`src/sv/sds_pkg.sv`:
```
// ============================================================================
// sds_pkg
// Types, constants and segment tables shared by the serial display driver.
// ============================================================================
`default_nettype none

package sds_pkg;

    // Widest bit run one character can cause: start + 15 code + 2 select + 4 pad
    localparam int unsigned RUN_BITS    = 22;
    localparam int unsigned LEN_W       = 5;
    localparam int unsigned CODE_W      = 15;
    localparam int unsigned SEG7_BITS   = 7;
    localparam int unsigned SEG14_BITS  = 15;
    localparam int unsigned TAIL_BITS   = 6;

    localparam logic MODE_SEG7  = 1'b0;
    localparam logic MODE_SEG14 = 1'b1;

    localparam logic [7:0] CH_LOW_A  = 8'h61;
    localparam logic [7:0] CH_LOW_Z  = 8'h7A;
    localparam logic [7:0] CH_UP_A   = 8'h41;
    localparam logic [7:0] CH_UP_Z   = 8'h5A;
    localparam logic [7:0] CH_ZERO   = 8'h30;
    localparam logic [7:0] CH_NINE   = 8'h39;
    localparam logic [7:0] CASE_FOLD = 8'h20;

    typedef struct packed {
        logic [7:0] char_code;
        logic       first_char;
        logic       last_char;
    } t_in_item;

    typedef struct packed {
        logic data_bit;
        logic run_end;
    } t_out_item;

    // One queued run of serial bits, LSB sent first
    typedef struct packed {
        logic [RUN_BITS-1:0] bits;
        logic [LEN_W-1:0]    len;
    } t_run;

    function automatic logic [CODE_W-1:0] seg7_digit(input logic [3:0] idx);
        logic [CODE_W-1:0] c;
        case (idx)
            4'd0: c = 15'h003F;
            4'd1: c = 15'h0006;
            4'd2: c = 15'h005B;
            4'd3: c = 15'h004F;
            4'd4: c = 15'h0066;
            4'd5: c = 15'h006D;
            4'd6: c = 15'h007D;
            4'd7: c = 15'h0007;
            4'd8: c = 15'h007F;
            4'd9: c = 15'h006F;
            default: c = '0;
        endcase
        return c;
    endfunction

    function automatic logic [CODE_W-1:0] seg14_digit(input logic [3:0] idx);
        logic [CODE_W-1:0] c;
        case (idx)
            4'd0: c = 15'h003F;
            4'd1: c = 15'h0006;
            4'd2: c = 15'h111B;
            4'd3: c = 15'h110F;
            4'd4: c = 15'h1126;
            4'd5: c = 15'h112D;
            4'd6: c = 15'h113C;
            4'd7: c = 15'h1981;
            4'd8: c = 15'h113F;
            4'd9: c = 15'h1127;
            default: c = '0;
        endcase
        return c;
    endfunction

    function automatic logic [CODE_W-1:0] seg14_letter(input logic [4:0] idx);
        logic [CODE_W-1:0] c;
        case (idx)
            5'd0:  c = 15'h1137;
            5'd1:  c = 15'h054F;
            5'd2:  c = 15'h0039;
            5'd3:  c = 15'h044F;
            5'd4:  c = 15'h1139;
            5'd5:  c = 15'h1131;
            5'd6:  c = 15'h013D;
            5'd7:  c = 15'h1136;
            5'd8:  c = 15'h0449;
            5'd9:  c = 15'h001E;
            5'd10: c = 15'h12B0;
            5'd11: c = 15'h0038;
            5'd12: c = 15'h20B6;
            5'd13: c = 15'h2236;
            5'd14: c = 15'h003F;
            5'd15: c = 15'h1133;
            5'd16: c = 15'h023F;
            5'd17: c = 15'h1333;
            5'd18: c = 15'h112D;
            5'd19: c = 15'h0441;
            5'd20: c = 15'h003E;
            5'd21: c = 15'h2206;
            5'd22: c = 15'h0A36;
            5'd23: c = 15'h2A80;
            5'd24: c = 15'h2480;
            5'd25: c = 15'h0889;
            default: c = '0;
        endcase
        return c;
    endfunction

    // Fold to upper case, then look up; anything without a pattern is blank
    function automatic logic [CODE_W-1:0] lookup_code(input logic [7:0] ch,
                                                      input logic       mode);
        logic [7:0]        up;
        logic [7:0]        dig;
        logic [7:0]        let_idx;
        logic [CODE_W-1:0] c;
        up = ch;
        if (ch >= CH_LOW_A && ch <= CH_LOW_Z) begin
            up = ch - CASE_FOLD;
        end
        dig     = up - CH_ZERO;
        let_idx = up - CH_UP_A;
        c       = '0;
        if (up >= CH_ZERO && up <= CH_NINE) begin
            c = (mode == MODE_SEG14) ? seg14_digit(dig[3:0]) : seg7_digit(dig[3:0]);
        end else if (mode == MODE_SEG14 && up >= CH_UP_A && up <= CH_UP_Z) begin
            c = seg14_letter(let_idx[4:0]);
        end
        return c;
    endfunction

endpackage

`default_nettype wire

```
`src/sv/sds_front.sv`:
```
// ============================================================================
// sds_front
// Accepts characters, looks up the segment code and packs the bit run.
// ============================================================================
`default_nettype none

module sds_front (
    input  wire logic              i_clk,
    input  wire logic              i_rst_n,
    input  wire logic              i_cfg_we,
    input  wire logic              i_cfg_wdata,
    input  wire logic              i_valid,
    input  wire sds_pkg::t_in_item i_item,
    input  wire logic              i_full,
    output logic                   o_stall,
    output logic                   o_push,
    output sds_pkg::t_run          o_run
);

    logic                            r_display_type;
    logic                            r_right_half;
    logic                            n_right_half;
    logic                            accept;
    logic                            tail_en;
    logic [sds_pkg::CODE_W-1:0]      code;
    logic [sds_pkg::RUN_BITS-2:0]    body;
    logic [sds_pkg::LEN_W-1:0]       len;

    assign o_stall = i_full;
    assign accept  = i_valid & ~i_full;
    assign o_push  = accept;

    assign code    = sds_pkg::lookup_code(i_item.char_code, r_display_type);
    assign tail_en = (r_display_type == sds_pkg::MODE_SEG14) & i_item.last_char;

    // Code, then select pair (left 0,1 / right 1,0), then four zero pad bits
    assign body = {4'b0000, tail_en & ~r_right_half, tail_en & r_right_half, code};

    always_comb begin
        len = (r_display_type == sds_pkg::MODE_SEG14)
            ? sds_pkg::LEN_W'(sds_pkg::SEG14_BITS)
            : sds_pkg::LEN_W'(sds_pkg::SEG7_BITS);
        if (tail_en) begin
            len = len + sds_pkg::LEN_W'(sds_pkg::TAIL_BITS);
        end
        if (i_item.first_char) begin
            len = len + sds_pkg::LEN_W'(1);
            o_run.bits = {body, 1'b1};
        end else begin
            o_run.bits = {1'b0, body};
        end
        o_run.len = len;
    end

    always_comb begin
        n_right_half = r_right_half;
        if (accept && tail_en) begin
            n_right_half = ~r_right_half;
        end
    end

    always_ff @(posedge i_clk) begin
        if (!i_rst_n) begin
            r_display_type <= sds_pkg::MODE_SEG7;
            r_right_half   <= 1'b0;
        end else begin
            if (i_cfg_we) begin
                r_display_type <= i_cfg_wdata;
            end
            r_right_half <= n_right_half;
        end
    end

endmodule

`default_nettype wire

```
`src/sv/sds_queue.sv`:
```
// ============================================================================
// sds_queue
// Small FIFO of packed bit runs between the front and the serializer.
// ============================================================================
`default_nettype none

module sds_queue #(
    parameter int unsigned DEPTH = 2
) (
    input  wire logic          i_clk,
    input  wire logic          i_rst_n,
    input  wire logic          i_push,
    input  wire sds_pkg::t_run i_run,
    input  wire logic          i_pop,
    output logic               o_full,
    output logic               o_empty,
    output sds_pkg::t_run      o_run
);

    localparam int unsigned PW = (DEPTH > 1) ? $clog2(DEPTH) : 1;
    localparam int unsigned CW = $clog2(DEPTH + 1);

    sds_pkg::t_run   r_mem [DEPTH];
    logic [PW-1:0]   r_wr_ptr;
    logic [PW-1:0]   r_rd_ptr;
    logic [CW-1:0]   r_count;
    logic            do_push;
    logic            do_pop;

    assign o_full  = (r_count == CW'(DEPTH));
    assign o_empty = (r_count == '0);
    assign o_run   = r_mem[r_rd_ptr];
    assign do_push = i_push & ~o_full;
    assign do_pop  = i_pop & ~o_empty;

    function automatic logic [PW-1:0] wrap_inc(input logic [PW-1:0] p);
        logic [PW-1:0] q;
        q = (p == PW'(DEPTH - 1)) ? '0 : p + PW'(1);
        return q;
    endfunction

    always_ff @(posedge i_clk) begin
        if (do_push) begin
            r_mem[r_wr_ptr] <= i_run;
        end
    end

    always_ff @(posedge i_clk) begin
        if (!i_rst_n) begin
            r_wr_ptr <= '0;
            r_rd_ptr <= '0;
            r_count  <= '0;
        end else begin
            if (do_push) begin
                r_wr_ptr <= wrap_inc(r_wr_ptr);
            end
            if (do_pop) begin
                r_rd_ptr <= wrap_inc(r_rd_ptr);
            end
            case ({do_push, do_pop})
                2'b10:   r_count <= r_count + CW'(1);
                2'b01:   r_count <= r_count - CW'(1);
                default: r_count <= r_count;
            endcase
        end
    end

endmodule

`default_nettype wire

```
`src/sv/sds_back.sv`:
```
// ============================================================================
// sds_back
// Shifts queued bit runs out one bit per transaction, flagging the run end.
// ============================================================================
`default_nettype none

module sds_back (
    input  wire logic          i_clk,
    input  wire logic          i_rst_n,
    input  wire logic          i_empty,
    input  wire sds_pkg::t_run i_run,
    output logic               o_pop,
    input  wire logic          i_stall,
    output logic               o_valid,
    output sds_pkg::t_out_item o_item
);

    logic                           r_valid;
    logic [sds_pkg::RUN_BITS-1:0]   r_shift;
    logic [sds_pkg::LEN_W-1:0]      r_left;
    logic                           xfer;
    logic                           last_bit;
    logic                           want;

    assign xfer     = r_valid & ~i_stall;
    assign last_bit = (r_left == sds_pkg::LEN_W'(1));
    assign want     = ~r_valid | (xfer & last_bit);
    assign o_pop    = want & ~i_empty;

    assign o_valid       = r_valid;
    assign o_item.data_bit = r_shift[0];
    assign o_item.run_end  = last_bit;

    always_ff @(posedge i_clk) begin
        if (!i_rst_n) begin
            r_valid <= 1'b0;
        end else if (want) begin
            r_valid <= ~i_empty;
        end
    end

    always_ff @(posedge i_clk) begin
        if (o_pop) begin
            r_shift <= i_run.bits;
            r_left  <= i_run.len;
        end else if (xfer) begin
            r_shift <= {1'b0, r_shift[sds_pkg::RUN_BITS-1:1]};
            r_left  <= r_left - sds_pkg::LEN_W'(1);
        end
    end

endmodule

`default_nettype wire

```
`src/sv/segment_display_serializer.sv`:
```
// ============================================================================
// segment_display_serializer
// Character to serial bit stream driver for shift-register segment displays.
// ============================================================================
//
//  channel | direction | handshake                | payload
//  --------+-----------+--------------------------+-------------------------
//  cfg     | in        | i_cfg_we                 | i_cfg_wdata (display_type)
//  char in | in        | i_in_valid / o_in_stall  | i_in_item  (t_in_item)
//  bit out | out       | o_out_valid / i_out_stall| o_out_item (t_out_item)
//
//  Each character transaction yields 7 to 22 bit transactions, one per cycle
//  while the output is not stalled; the serializer shift register sets the
//  sustained character rate.
//  The front packs a whole run in the cycle it accepts a character and pushes
//  it into the queue, so intake continues while earlier runs shift out.
//  Reset (synchronous, active low) clears the mode to 7-segment, the select
//  half to left and empties the queue and the serializer.
//  An output stall holds the current bit; input stalls only when the queue
//  is full.
//
`default_nettype none

module segment_display_serializer #(
    parameter int unsigned QUEUE_DEPTH = 2
) (
    input  wire logic               i_clk,
    input  wire logic               i_rst_n,
    input  wire logic               i_cfg_we,
    input  wire logic               i_cfg_wdata,
    input  wire logic               i_in_valid,
    output logic                    o_in_stall,
    input  wire sds_pkg::t_in_item  i_in_item,
    output logic                    o_out_valid,
    input  wire logic               i_out_stall,
    output sds_pkg::t_out_item      o_out_item
);

    logic          q_push;
    logic          q_pop;
    logic          q_full;
    logic          q_empty;
    sds_pkg::t_run front_run;
    sds_pkg::t_run head_run;

    // Classify the character, track the select half, build the bit run
    sds_front u_front (
        .i_clk       (i_clk),
        .i_rst_n     (i_rst_n),
        .i_cfg_we    (i_cfg_we),
        .i_cfg_wdata (i_cfg_wdata),
        .i_valid     (i_in_valid),
        .i_item      (i_in_item),
        .i_full      (q_full),
        .o_stall     (o_in_stall),
        .o_push      (q_push),
        .o_run       (front_run)
    );

    // Decouple intake from serialization
    sds_queue #(
        .DEPTH (QUEUE_DEPTH)
    ) u_queue (
        .i_clk   (i_clk),
        .i_rst_n (i_rst_n),
        .i_push  (q_push),
        .i_run   (front_run),
        .i_pop   (q_pop),
        .o_full  (q_full),
        .o_empty (q_empty),
        .o_run   (head_run)
    );

    // Shift each run out LSB first; reload from the queue on the last bit
    sds_back u_back (
        .i_clk   (i_clk),
        .i_rst_n (i_rst_n),
        .i_empty (q_empty),
        .i_run   (head_run),
        .o_pop   (q_pop),
        .i_stall (i_out_stall),
        .o_valid (o_out_valid),
        .o_item  (o_out_item)
    );

endmodule

`default_nettype wire

```
`config.mk`:
```
export PLATFORM = sky130hd
export DESIGN_NAME = segment_display_serializer
export DESIGN_NICKNAME = d
export VERILOG_FILES = /design/src/sv/sds_pkg.sv /design/src/sv/sds_front.sv /design/src/sv/sds_queue.sv /design/src/sv/sds_back.sv /design/src/sv/segment_display_serializer.sv
export SDC_FILE = /design/constraint.sdc
export NUM_CORES = 1
export LEC_CHECK = 0
export BUFFER_PORTS_ARGS = -buffer_cell sky130_fd_sc_hd__buf_2
export CAP_MARGIN = 20
export CELL_PAD_IN_SITES_DETAIL_PLACEMENT = 0
export CELL_PAD_IN_SITES_GLOBAL_PLACEMENT = 1
export CORE_ASPECT_RATIO = 0.8
export CORE_MARGIN = 3
export CORE_UTILIZATION = 55
export CTS_BUF_LIST = sky130_fd_sc_hd__clkbuf_8
export CTS_CLUSTER_SIZE = 40
export DETAILED_ROUTE_END_ITERATION = 10
export PLACE_DENSITY_LB_ADDON = 0.1
export SETUP_SLACK_MARGIN = 0.02
export SYNTH_ARGS = -nofsm -noshare
export SYNTH_HDL_FRONTEND = slang
export SYNTH_SLANG_ARGS = --single-unit
```
`constraint.sdc`:
```
create_clock -name i_clk -period 4.3 [get_ports i_clk]
set_clock_uncertainty 0.05 [all_clocks]
set_input_delay 0.43 -clock i_clk [delete_from_list [all_inputs] [get_ports i_clk]]
set_output_delay 0.43 -clock i_clk [all_outputs]
set_load 0.005 [all_outputs]
```
* After elaboration in Yosys (flattened, before gate mapping)
Memory sizes are Yosys's and may differ from the RTL's. A register that Yosys moved wholly into a read port is not among the register bits. Index checks and enable logic that the tools add are counted.
Word-level totals: register bits 34, bits in latches 0, RAM bits 46, memory bits (read-only) 720, logic and storage cells 74, memories 4
Memories:
- (name not given) | depth 32, width 14, rd ports 1, clocked after memory_dff 0, write ports 0, RTL line sds_pkg.sv:83 | case (idx)
- (name not given) | depth 16, width 10, rd ports 1, clocked after memory_dff 0, write ports 0, RTL line sds_pkg.sv:65 | case (idx)
- (name not given) | depth 16, width 7, rd ports 1, clocked after memory_dff 0, write ports 0, RTL line sds_pkg.sv:47 | case (idx)
- u_queue.r_mem | depth 2, width 23, rd ports 1, clocked after memory_dff 1, write ports 1, RTL line sds_queue.sv:23 | sds_pkg::t_run r_mem [DEPTH];
Operators by class: add/subtract/negate cells 10, $mul 0, div/mod/pow operators 0, $lt $le $gt $ge 6, equal/unequal tests 4, shift operators 0, multiplexer cells 19, bitwise logic cells 15, reductions and logical operators 8
Operators by type and width (count):
- two-way mux 15 bit | 3
- two-way mux 22 bit | 2
- two-way mux 5 bit | 4
- two-way mux 18 bit | 1
- greater-or-equal comparator 8 x 7 -> 1 bit, second input constant | 2
- <= comparator 8 x 7 -> 1 bit, second input constant | 2
- subtractor 5 x 1 -> 5 bit, second input constant | 2
- AND 1 bit | 9
- greater-or-equal comparator 8 x 6 -> 1 bit, second input constant | 1
- <= comparator 8 x 6 -> 1 bit, second input constant | 1
- two-way mux 8 bit | 1
- subtractor 8 x 6 -> 8 bit, second input constant | 1
- two-way mux 1 bit | 6
- adder 5 x 1 -> 5 bit, second input constant | 1
- adder 5 x 3 -> 5 bit, second input constant | 1
- == test 5 x 1 -> 1 bit, second input constant | 1
- logical AND 1 bit | 5
- NOT 1 bit | 5
- == test 2 bit, second input constant | 2
- two-way mux 4 bit | 1
- one-hot mux 2 bit (2 select lines) | 1
- nonzero test 2 bit | 2
- subtractor 4 x 1 -> 4 bit, second input constant | 1
- adder 1 bit, second input constant | 2
- 5 further kinds | 5

* Longest topological paths before layout
depth in word-level cells 9, depth in mapped cells 13

* Cells and area by module
Synthesis repeated with hierarchy kept, for this count alone.
Unflattened totals: cells, all modules 431, area total of the unflattened synthesis 5137.4 µm²
Modules (own cells, without submodules):
- sds_queue | instances 1, cells each 110, area each 2177.1 µm², sequential area each 1721.7 µm²
- sds_front | instances 1, cells each 243, area each 1572.8 µm², sequential area each 40.0 µm²
- sds_back | instances 1, cells each 78, area each 1387.6 µm², sequential area each 830.8 µm²

* Least setup slack after synthesis
No wires, ideal clock.
path type register to register, start point reg u_back.r_left[0] in the netlist's numbering, end point reg u_back.r_left[0] in the netlist's numbering, enable pin, library setup time 0.549 ns, data arrival time 2.240 ns, data required time 3.701 ns, setup slack 1.462 ns, stages on the path, launching flop included 9, path buffers 2, path through edfxtp_1 ha_1 nor4b_1 nand2b_1 nand2_1 o21ai_1 buf_2 clkbuf_1 o21ai_0
On the way: cells in the longest elaborated chain, start to end 5
Ends and longest elaborated chain:
- from (decl) | RTL line sds_back.sv:20 | logic [sds_pkg::LEN_W-1:0] r_left;
- from (signal assigned) | RTL line sds_back.sv:45 | r_left <= i_run.len;
- from (signal assigned) | RTL line sds_back.sv:48 | r_left <= r_left - sds_pkg::LEN_W'(1);
- == test 5 x 1 -> 1 bit | RTL line sds_back.sv:26 | assign last_bit = (r_left == sds_pkg::LEN_W'(1));
- net u_back.last_bit | RTL line sds_back.sv:22 | logic last_bit;
- AND 1 bit | RTL line sds_back.sv:27 | assign want = ~r_valid | (xfer & last_bit);
- OR 1 bit | RTL line sds_back.sv:27
- AND 1 bit | RTL line sds_back.sv:28 | assign o_pop = want & ~i_empty;
- nonzero test 2 bit (no source line)
The timed path passes the listed nets, and every way through them passes these cells. A chain may end at the register's enable or synchronous reset.

==> results_dict.tcl <==
set metrics [dict create \
    outcome "finished, final reports clean" \
    yosysWarningCount 0 \
    drt_iter0_drc 203 \
    root_buffer "clkbuf_8" \
    slowest_stage "xnor2_1" \
    async_flop_share_pct 0 \
    cts_hold_buf 0 \
    clock_latency_ns 0.34 \
    antenna_cells 0 \
    port_buffers 19 \
    final_layout_size_suffix_gt1_share_pct 16.3 \
    drv_cap 0 \
    drt_first_pass_iters 5 \
    final_antenna_net_count 0 \
    grt_pass1_wl_mm 15.9 \
    syn_to_final_growth_pct 6.62 \
    path_cells "buf_2 -> inv_1 -> ha_1 -> nor3b_4 -> xnor2_1 -> and3_4 -> o21ai_1 -> a41oi_1 -> mux2i_1" \
    initial_core_util_pct 58.9 \
    dieArea_sq_um 9390 \
    avgSynthCellArea_sq_um 10.9 \
    cts_resized 0 \
    nets 456 \
    top_level_ports 20 \
    routed_wl_mm 9.26 \
    critical_path_class "input port to flop" \
    finalSetupViolCount 0 \
    ys_types 71 \
    required_ns 4.32 \
    finalNonFillerCells 534 \
    cp-start-kind "input port" \
    ys_seq_elements 77 \
    cp_top_family "XOR/XNOR gates" \
    rsz0062_at_grt "no" \
    p_leak_nw 1.76 \
    layout_commonest_cell "edfxtp_1" \
    clkSinkCount 77 \
    hpwl_mm 6.27 \
    power_mw 2.50 \
    synth-edff-count 69 \
    cts_tree "yes" \
    fin_crit_ns 3.06 \
    ir_worst_vdd_uv 418 \
    hp-class "input port to flop" \
    postCtsSetupBuffers 0 \
    crit_buf_inv 2 \
    fin_ws_ns 1.24 \
    core_sq_um 7710 \
    synth_nets 450 \
    cp_max_fo 16 \
    finalHoldViolations 0 \
    relSlewSlack_pct 34.3 \
    worst_pin_slew_ns 0.978 \
    post-place-cells 518 \
    postLayoutCoreUtil_pct 62.8 \
    grt_pass1_vias 3105 \
    slew_viol_final 0 \
    mostFrequentLayoutCells "69 x edfxtp_1, 44 x nand2_1, 37 x o21ai_0, 29 x mux2i_1, 21 x nor2_1" \
    critPathCaptureType "flop" \
    cp_data_arrival_time_ns 3.09 \
    cts_made_buffers 9 \
    die_w_microns 108 \
    die_h_microns 87.3 \
    multi_input_area_sq_um 2080 \
    clk_pin_slew_ns 0.08 \
    synthesis.instances 418 \
    via_per_inst 5.99 \
    regArea_sq_um 2230 \
    vias 3200 \
    grt_util_all_layers_pct 21.8 \
    n_fill_cell 642 \
    max_freq_mhz 327 \
    drc 0 \
    finalSetupTns_ns 0 \
    netlist_area_sq_um 4540 \
    gp_congestion 0.908 \
    wl_per_cell_microns 17.3 \
    fp-row-count 28 \
    grt.overflow.total 0 \
    post-place-ws_ns 0.914 \
    cts_buffer_depth 2 \
    max_stage_delay_ns 0.78 \
    power_density_nw_per_um2 516 \
    ys.flop_type "edfxtp_1" \
    antenna_found_initial 0 \
    place_area_sq_um 4640 \
    cts_max_level 3 \
    grt_max_degree 47 \
    worst_hold_slack_ns 0.289 \
    period_share_pct 71.2 \
    design_area_sq_um 4840 \
    seq_area_frac_synth_pct 49.2 \
]
## per-layer routing
layer / GRT usage, % / vias up / part of all wire [%]
li1: - / 1545 / -
met1: 31.1 / 1510 / 48
met2: 34.0 / 130 / 44
met3: 4.00 / 15 / 6.1
met4: 6.65 / 0 / 1.9
met5: 0 / - / 0
## path summary, 6_finish.rpt
check | start | end | slack, ns | depth (start not counted)
setup / recovery | i_in_item[2] | u_queue.r_mem[1][7]$_DFFE_PP_ | 1.24 | 9
hold / removal | i_cfg_wdata | u_front.r_display_type$_SDFFE_PN0P_ | 0.29 | 3
setup reg to reg | u_back.r_left[1]$_DFFE_PP_ | u_back.r_shift[6]$_DFFE_PP_ | 1.68 | 9
hold reg to reg | u_back.r_shift[2]$_DFFE_PP_ | u_back.r_shift[1]$_DFFE_PP_ | 0.48 | 2
## cells by family after synthesis
| kind of cell | Yosys count | synth area share (%) |
|---|---|---|
| AOI/OAI and AO/OA | 117 | 16.9 |
| xor gates and xnor gates | 12 | 3.06 |
| adders and majority gates | 16 | 4.41 |
| buffers and inverters | 45 | 5.32 |
| DFF | 77 | 49.2 |
| muxes | 33 | 7.55 |
| and+or+nand+nor | 118 | 13.6 |
## worst min-delay path: stages
cell and delay [ns]:
buf_2 0.07, mux2i_1 0.05, nor2b_1 0.09
## registers in the layout, indices dropped and copies added (netlist names), named ones only
| signal | cells |
|---|---|
| u_back.o_valid | 1 |
| u_queue.r_wr_ptr | 1 |
| u_front.r_right_half | 1 |
| u_queue.r_count | 2 |
| u_queue.r_mem | 46 |
| u_back.r_shift | 18 |
| u_front.r_display_type | 1 |
| u_back.r_left | 5 |
| u_queue.r_rd_ptr | 1 |
## synthesized netlist by cell type (5+ instances only)
master	n	area share [%]
edfxtp_1	69	46
nand2_1	44	3.6
o21ai_0	38	4.2
mux2i_1	29	6.4
nor2_1	23	1.9
a21oi_1	16	1.8
ha_1	16	4.4
inv_1	14	1.2
clkbuf_1	13	1.1
nand3_1	9	0.99
dfxtp_1	8	3.5
nor2b_1	8	1.1
buf_6	7	1.7
o21ai_1	7	0.77
a211oi_1	6	0.99
nor3_1	6	0.66
a21boi_0	5	0.83
a31oi_1	5	0.69
and2_1	5	0.69
xnor2_1	5	0.96
## final cells by class
class / count / area share (%)
Clock buffer: 9 / 2.56
Clock inverter: 7 / 1.65
Sequential cell: 77 / 46.1
Multi-Input combinational cell: 296 / 42.9
Tap cell: 105 / 2.71
Inverter: 16 / 1.24
Timing Repair Buffer: 24 / 2.74
## report_power, final
group / switching [mW] / internal (mW)
logic: 0.403 / 0.283
clock network: 0.288 / 0.276
registers: 0.136 / 1.11
total: 0.826 / 1.67
Power figures use the tool's default switching activity.
